===== config.mk =====
export PLATFORM = sky130hd
export DESIGN_NAME = aspd_alu
export DESIGN_NICKNAME = d
export VERILOG_FILES = /design/src/hw/rtl/aspd_pkg.sv /design/src/hw/rtl/aspd_alu.sv
export SDC_FILE = /design/constraint.sdc
export NUM_CORES = 1
export LEC_CHECK = 0
export BUFFER_PORTS_ARGS = -buffer_cell sky130_fd_sc_hd__buf_2
export CORE_ASPECT_RATIO = 1.4
export CORE_MARGIN = 2
export CORE_UTILIZATION = 55
export DETAILED_ROUTE_END_ITERATION = 12
export HOLD_SLACK_MARGIN = 0.06
export PLACE_DENSITY_LB_ADDON = 0.12
export REMOVE_ABC_BUFFERS = 1
export SLEW_MARGIN = 10
export SYNTH_ARGS = -nofsm -noshare
export SYNTH_HDL_FRONTEND = slang
export SYNTH_SLANG_ARGS = --single-unit

===== constraint.sdc =====
create_clock -name clk -period 5.72 [get_ports clk]
set_input_delay 0.286 -clock clk [delete_from_list [all_inputs] [get_ports clk]]
set_output_delay 0.286 -clock clk [all_outputs]
set_load 0.02 [all_outputs]

===== src/hw/rtl/aspd_pkg.sv =====
package aspd_pkg;

  // shared arithmetic unit widths
  localparam int DATA_W = 64;
  localparam int OPB_W  = 16;
  localparam int CNT_W  = $clog2(DATA_W);

  localparam int DEFAULT_ENCODER_BITS = 12;
  localparam int DEFAULT_FRAC_BITS    = 16;

  localparam int CFG_IDX_W  = 3;
  localparam int CFG_DATA_W = 14;

  // off phase reload, 0xA04B + 4 * 0x17ED folded to 16 bits
  localparam logic [15:0] OFF_RELOAD = 16'hFFFF;

  localparam logic [8:0]  RST_TARGET    = 9'd0;
  localparam logic [13:0] RST_GAIN      = 14'd100;
  localparam logic [9:0]  RST_RATE_LIM  = 10'd200;
  localparam logic [6:0]  RST_ACCEL_SC  = 7'd2;
  localparam logic [13:0] RST_PULSE_LIM = 14'd6125;
  localparam logic [13:0] RST_DEADBAND  = 14'd512;

  typedef enum logic [2:0] {
    REG_TARGET    = 3'd0,
    REG_GAIN      = 3'd1,
    REG_RATE_LIM  = 3'd2,
    REG_ACCEL_SC  = 3'd3,
    REG_PULSE_LIM = 3'd4,
    REG_DEADBAND  = 3'd5
  } cfg_reg_t;

  // drive direction codes of the result word
  typedef enum logic [1:0] {
    DIR_OFF = 2'd0,
    DIR_POS = 2'd1,
    DIR_NEG = 2'd2
  } drive_dir_t;

  typedef enum logic {
    OP_MUL = 1'b0,
    OP_DIV = 1'b1
  } alu_op_t;

  typedef struct packed {
    logic    start;
    alu_op_t op;
  } alu_req_t;

  typedef enum logic [4:0] {
    S_IDLE,
    S_DEG,
    S_AMUL,
    S_ADIV,
    S_VMUL,
    S_VDIV,
    S_UMUL,
    S_UDIV,
    S_EWDIV,
    S_EWMUL,
    S_RTMUL,
    S_ATMUL1,
    S_ATMUL2,
    S_ATDIV,
    S_P1MUL,
    S_P1DIV,
    S_P2MUL,
    S_P2DIV,
    S_P3MUL,
    S_P3DIV,
    S_OUT
  } state_t;

endpackage


===== src/hw/rtl/aspd_alu.sv =====
module aspd_alu (
  input  logic                                clk,
  input  logic                                rst_n,
  input  aspd_pkg::alu_req_t                  req,
  input  logic signed [aspd_pkg::DATA_W-1:0]  a,
  input  logic        [aspd_pkg::OPB_W-1:0]   b,
  output logic                                done,
  output logic signed [aspd_pkg::DATA_W-1:0]  res
);
  import aspd_pkg::*;

  localparam logic [CNT_W-1:0] MUL_LAST = CNT_W'(OPB_W - 1);
  localparam logic [CNT_W-1:0] DIV_LAST = CNT_W'(DATA_W - 1);

  logic                    busy_r, busy_nxt;
  logic                    done_r, done_nxt;
  alu_op_t                 op_r, op_nxt;
  logic [CNT_W-1:0]        cnt_r, cnt_nxt;
  logic [DATA_W-1:0]       acc_r, acc_nxt;
  logic [DATA_W-1:0]       sh_r, sh_nxt;
  logic [OPB_W-1:0]        bsh_r, bsh_nxt;
  logic [OPB_W-1:0]        rem_r, rem_nxt;
  logic                    neg_r, neg_nxt;
  logic signed [DATA_W-1:0] res_r, res_nxt;

  logic [OPB_W:0]          trial;
  logic                    qbit;
  logic [DATA_W-1:0]       mul_sum;
  logic [DATA_W-1:0]       quo;

  always_comb begin
    trial   = {rem_r, acc_r[DATA_W-1]};
    qbit    = (trial >= {1'b0, bsh_r});
    mul_sum = acc_r + (bsh_r[0] ? sh_r : '0);
    quo     = {acc_r[DATA_W-2:0], qbit};

    busy_nxt = busy_r;
    done_nxt = 1'b0;
    op_nxt   = op_r;
    cnt_nxt  = cnt_r;
    acc_nxt  = acc_r;
    sh_nxt   = sh_r;
    bsh_nxt  = bsh_r;
    rem_nxt  = rem_r;
    neg_nxt  = neg_r;
    res_nxt  = res_r;

    if (req.start && !busy_r) begin
      busy_nxt = 1'b1;
      op_nxt   = req.op;
      cnt_nxt  = '0;
      bsh_nxt  = b;
      rem_nxt  = '0;
      sh_nxt   = a;
      neg_nxt  = a[DATA_W-1];
      if (req.op == OP_MUL) begin
        acc_nxt = '0;
      end else begin
        acc_nxt = a[DATA_W-1] ? DATA_W'(-a) : DATA_W'(a);
      end
    end else if (busy_r) begin
      cnt_nxt = cnt_r + 1'b1;
      if (op_r == OP_MUL) begin
        // shift-add, one multiplier bit a cycle
        acc_nxt = mul_sum;
        sh_nxt  = {sh_r[DATA_W-2:0], 1'b0};
        bsh_nxt = {1'b0, bsh_r[OPB_W-1:1]};
        if (cnt_r == MUL_LAST) begin
          busy_nxt = 1'b0;
          done_nxt = 1'b1;
          res_nxt  = signed'(mul_sum);
        end
      end else begin
        // restoring divide on magnitudes, one quotient bit a cycle
        acc_nxt = quo;
        rem_nxt = qbit ? OPB_W'(trial - {1'b0, bsh_r}) : trial[OPB_W-1:0];
        if (cnt_r == DIV_LAST) begin
          busy_nxt = 1'b0;
          done_nxt = 1'b1;
          res_nxt  = neg_r ? -signed'(quo) : signed'(quo);
        end
      end
    end
  end

  always_ff @(posedge clk) begin
    if (!rst_n) begin
      busy_r <= 1'b0;
      done_r <= 1'b0;
      cnt_r  <= '0;
    end else begin
      busy_r <= busy_nxt;
      done_r <= done_nxt;
      cnt_r  <= cnt_nxt;
    end
  end

  always_ff @(posedge clk) begin
    op_r  <= op_nxt;
    acc_r <= acc_nxt;
    sh_r  <= sh_nxt;
    bsh_r <= bsh_nxt;
    rem_r <= rem_nxt;
    neg_r <= neg_nxt;
    res_r <= res_nxt;
  end

  assign done = done_r;
  assign res  = res_r;

endmodule


==> results of run 1 <==
[placed cells by master (no fill, tap or decap), drive strengths merged, types with 13 or more instances in the layout]
cell type and count:
nand2 336, edfxtp 210, buf 167, a21oi 142, o21ai 129, xnor2 106, nor2 104, xor2 86
a21o 82, ha 82, and2 76, dlygate4sd3 59, inv 55, o31ai 53, o22ai 36, nor3 35
nand4 32, clkbuf 27, or3 27, nand3 26, dfxtp 24, o41ai 24, mux2i 18, o21bai 17
nand2b 17, or4 17, a211oi 16, o21a 14, or2 13
[power by group]
group,switching (W),internal [W]
sequential,0.000228,0.00216
combinational,0.00142,0.000950
clock,0.000764,0.00113
[stage by stage]
| stage | setup TNS [ps] | total power, W | setup slack, ps | instance area, µm² |
|---|---|---|---|---|
| detailed placement | 0 | 0.004706 | 770.0 | 18870 |
| global placement | 0 | 0.004671 | 893.9 | 18870 |
| finish | 0 | 0.006656 | 639.5 | 20420 |
| global route | 0 | 0.006993 | 217.3 | 20420 |
| floorplan | -159390 | 0.004059 | -1254 | 17450 |
| CTS | 0 | 0.006639 | 739.0 | 20410 |
[worst paths after layout]
| check | end | cells after the start |
|---|---|---|
| setup / recovery | res[56] | 17 |
| hold / removal | sh_r[56] | 3 |
| setup reg to reg | res[56] | 17 |
| hold reg to reg | rem_r[7] | 2 |
[cell type report]
type	instances	share of cell area, %
multi-input combinational	1638	51.40
sequential	234	33.24
timing repair buffer	226	7.219
clock buffer	27	3.309
tap	400	2.451
clock inverter	21	1.348
inverter	55	1.023
antenna	1	0.01226
[registers in the layout, summed over array words and instances, names as in the netlist]
| name | cells |
|---|---|
| acc_r | 64 |
| res | 64 |
| sh_r | 64 |
| bsh_r | 16 |
| rem_r | 16 |
| cnt_r | 6 |
| busy_r | 1 |
| done | 1 |
| neg_r | 1 |
| op_r | 1 |
[cells in the mapped netlist (4+ instances only)]
master	instances
or4_4	4
xor2_1	86
nor2_1	104
clkbuf_1	110
nand2b_1	16
a311oi_1	5
dfxtp_1	24
a211oi_1	16
mux2i_1	18
o22ai_1	36
and3_1	12
nor3_1	35
a211o_1	5
o21a_1	14
o21ai_0	127
nand3_1	26
or3_1	26
o211ai_1	10
buf_1	10
nor2b_1	7
ha_1	82
or4_1	13
a21oi_1	142
a21boi_0	9
and2_1	76
a31oi_1	8
or2_2	11
inv_1	54
a32oi_1	9
o31a_1	5
nor4_1	11
o31ai_1	52
nand4_1	32
nand2_1	336
o21bai_1	17
o41ai_1	23
a21o_1	82
edfxtp_1	210
xnor2_1	106
and4_1	6
a31o_2	6
[cells by family after synthesis]
| family | after synthesis |
|---|---|
| AND/OR/NAND/NOR | 735 |
| adder cells (fa/ha/maj) | 84 |
| AO/OA/AOI/OAI | 608 |
| flip-flops | 234 |
| buffers and inverters | 176 |
| multiplexers | 19 |
| XOR/XNOR | 192 |
[worst max-delay path, stage by stage, from the launching register on]
cell	delay [ps]
edfxtp_1	770
ha_1	310
nor2b_1	60
o21a_1	190
o21ai_0	290
a211o_1	210
nand3_1	90
and2_1	170
clkinv_1	60
ha_1	170
nand2_1	110
or2_2	360
nand4b_1	600
nor2_1	420
nand3_1	260
o41ai_1	440
xor2_1	190
a221oi_1	90
[metal layers]
layer	vias up	part of all wire [%]	global-route usage, %
li1	7770	-	-
met2	633	50	56.56
met1	7797	39	37.96
met3	150	5.8	3.875
met5	-	0	0
met4	0	5.1	15.44
==> reports/metrics.csv, run 1 <==
metric;value;unit
status;complete, no violations;
synth_xor_area_share;9.389;%
core_area;0.03221;mm²
synth_ff_type;edfxtp_1;
vias;16350;
setup_viol;0;
htreeDepth;1;
clockBufferDepth;3;
synth_edf_count;210;
reg2reg_slack;640;ps
path_max_fanout;24;
io_pins;149;
fmax;0.1968;GHz
start_kind;register;
yosysWarningCount;0;
synthAdderAreaFrac;5.952;%
holdWs;71.11;ps
drv_cap;0;
final_nets;2349;
path_class;reg2reg;
dr.first_iter.drc_count;1211;
critPathRequiredTime;5990;ps
worst_clock_skew;9.692;ps
seq_area_frac_synth;37.89;%
vdd_drop_max;0.2800;mV
drive_above_1_share;11.27;%
min_period_over_period;88.82;%
ctsHoldBuffers;59;
dr.pass1.iters;6;
post-place-cells;2494;
place_hpwl;38.75;mm
postCtsSetupBuffers;0;
antenna_found_initial;1;
hold_viol;0;
synth-simple-area-share;19.69;%
viasPerCell;6.284;
slew_headroom;27.07;%
cts-root-buf;clkbuf_16;
r2r-start;bsh_r[0];
start_util;55.61;%
clock_sinks;234;
stdcell_count;2602;
die_area;0.03404;mm²
area_growth;14.00;%
muxShareOfSynthArea;1.069;%
grt_pass1_vias;16150;
cts_tree;built;
min_from;a[56];
wl_per_cell;21.07;µm
ys_ff_latch;234;
clkTransAtPathRegs;60;ps
hp-class;in2reg;
grt_pass1_wl;85.65;mm
synth_area_leaders;edfxtp_1 35%, nand2_1 7.0%, ha_1 5.7%;
ant_nets;0;
synth_top_area_share;35.21;%
grtUsageTotal;31.85;%
endpoint_kind;register;
core.rowCount;78;
syn_area;0.01791;mm²
cts_made_buffers;26;
synthCells;2048;
rsz0062_at_grt;no;
synth_top_family_by_area;compound AO/OA/AOI/OAI gates;
fin_crit;5080;ps
drc;0;
multi_input_area;0.01049;mm²
die_h;217.5;µm
postSynth.asyncResetShare;0;%
regArea;0.006787;mm²
clk_latency;560;ps
critPathLaunch;bsh_r[0];
overflow;0;
io_buffers;148;
avgSynthCellArea;8.745;µm²
synth_compound_area_share;22.31;%
place.gp.congestion;1.001;
routed_wl;54.82;mm
die_x;156.5;µm
worstPathArrival;5350;ps
slew_viol_final;0;
cts_resized;0;
yosys.area.top_type;edfxtp_1;
yosysUniqueCellTypes;81;
grt_max_degree;84;
worst_slew_pin_slew;1066;ps
nFillCells;2809;
final_core_util;63.40;%
p_per_area;326.0;mW/mm²
p_leak;8.484;nW
Power figures use the tool's default switching activity.
==> run 2: changes to the inputs <==
--- a/config.mk
+++ b/config.mk
@@ -10,6 +10,7 @@
 export CORE_MARGIN = 2
 export CORE_UTILIZATION = 55
 export DETAILED_ROUTE_END_ITERATION = 12
+export GPL_ROUTABILITY_DRIVEN = 1
 export HOLD_SLACK_MARGIN = 0.06
 export PLACE_DENSITY_LB_ADDON = 0.12
 export REMOVE_ABC_BUFFERS = 1
==> constraint.sdc (replaced) <==
create_clock -name clk -period 5.9 [get_ports clk]
set_input_delay 0.295 -clock clk [delete_from_list [all_inputs] [get_ports clk]]
set_output_delay 0.295 -clock clk [all_outputs]
set_load 0.02 [all_outputs]
==> run 2 against run 1 <==
- sequential power decreased by 3%
- critical path depth unchanged
- sequential share of layout area increased by 0.56 points
- final cell count decreased by 0.92%
- non-clock buffer count decreased by 20
- core utilization decreased by 1.1 points
- clock skew increased by 7.5 ps
- first-iteration DRC count increased by 4.6%
- worst hold slack got worse by 4.0 ps
- largest cell class unchanged
- largest power group unchanged
==> reports/metrics.csv, run 2 (synthesized netlist as in run 1, its figures left out) <==
metric;value;unit
critPathSlowestCell;edfxtp_1;
place.gp.congestion;0.9848;
grtUsageTotal;31.34;%
holdWs;67.08;ps
status;complete, no violations;
area_growth;12.10;%
core_area;0.03221;mm²
routed_wl;53.84;mm
diodes;0;
tns;0;ps
core.rowCount;78;
fmax;0.1988;GHz
hold_viol;0;
setup_viol;0;
worst_clock_skew;17.24;ps
pre_cts_ws;952.7;ps
min_period_over_period;85.24;%
fin_crit;5029;ps
dr.pass1.iters;7;
vdd_drop_max;0.2317;mV
endpoint_kind;register;
wl_per_cell;20.89;µm
antenna_found_initial;3;
p_leak;8.320;nW
clk_latency;560;ps
critPathRequiredTime;6280;ps
overflow;0;
hp-class;in2reg;
ant_nets;0;
nFillCells;2805;
worstPathArrival;5410;ps
clockBufferDepth;3;
start_kind;register;
rsz0062_at_grt;no;
io_pins;149;
final_nets;2328;
vias;16310;
worst_slew_pin_slew;1117;ps
htreeDepth;1;
grt_pass1_vias;15860;
finalPower;0.006185;W
mostFrequentLayoutCells;336 x nand2_1, 210 x edfxtp_1, 148 x buf_2, 141 x a21oi_1, 127 x o21ai_0;
grt_pass1_wl;84.69;mm
drc;0;
cp_cell_sequence;ha_1, nor2b_1, o21a_1, o21ai_0, a211o_1, nand3_1, and2_1, clkinv_1, ha_1, nand2_1, or2_2, nand4b_1, nor2_1, nand3_1, o41ai_1, xor2_1, a221oi_1;
io_buffers;148;
die_area;0.03404;mm²
p_per_area;308.0;mW/mm²
place_hpwl;37.35;mm
cts_made_buffers;25;
drv_cap;0;
clkTransAtPathRegs;70;ps
setup_slack;870.6;ps
final_common_cell;nand2_1;
slew_viol_final;0;
clock_sinks;234;
slew_headroom;25.56;%
grt_max_degree;157;
path_max_fanout;24;
cts-root-buf;clkbuf_16;
dr.first_iter.drc_count;1267;
die_h;217.5;µm
cts_tree;built;
drive_above_1_share;11.07;%
viasPerCell;6.325;
cp_slowest_stage_delay;780;ps
path_class;reg2reg;
start_util;55.61;%
die_x;156.5;µm
## run 2: cell count changes in the layout (fill, tap and decap cells not counted), moves of 3 or more
cell and delta:
clkinv_1 -4, bufinv_16 -4, dlygate4sd3_1 -16, buf_4 -5, clkbuf_1 +4, clkinv_2 +3
## run 2: where the power goes
| part | internal, W | switching (W) | leakage (nW) |
|---|---|---|---|
| clock network | 0.000871 | 0.000709 | 0.378 |
| registers | 0.00210 | 0.000221 | 2.26 |
| logic | 0.000914 | 0.00137 | 5.68 |
## run 2: layout make-up
type | count | area, µm² | share of cell area [%]
multi-input combinational | 1638 | 10490 | 52.27
sequential | 234 | 6787 | 33.80
timing repair buffer | 206 | 1296 | 6.456
clock buffer | 29 | 640.6 | 3.191
tap | 400 | 500.5 | 2.493
inverter | 55 | 209.0 | 1.041
clock inverter | 16 | 150.1 | 0.7478
## run 2: per-layer routing
layer | wire [µm] | track usage, %
met1 | 21070 | 38.06
met2 | 26330 | 53.96
met3 | 3265 | 4.193
met4 | 3129 | 16.42
met5 | 41 | 0
## run 2: timing repair
action / in CTS / in global routing
setup buffers: 0 / 0
gates resized for setup: 0 / 0
hold endpoints to repair: 44 / 0
hold buffers: 43 / 0
## run 2: worst paths after layout
check	slack (ps)	depth (start not counted)	to	from
min	70	3	sh_r[36]	a[36]
max	870	17	res[56]	bsh_r[0]
min reg2reg	490	2	rem_r[1]	rem_r[1]
max reg2reg	870	17	res[56]	bsh_r[0]
## run 2: worst max-delay path: cells and delay by family (launching register included)
family,cells,cell delay [ps]
AO/OA/AOI/OAI,5,1390
XOR/XNOR,1,120
adder cells (fa/ha/maj),2,470
buffers and inverters,1,60
flip-flops,1,780
AND/OR/NAND/NOR,8,2040
## run 2: through the flow
step	instances	utilization (%)	area (µm²)
finish	2578	62.34	20080
global route	2578	62.34	20080
CTS	2578	62.34	20080
detailed placement	2490	58.55	18860
global placement	2490	58.55	18860
floorplan	1927	-	17450
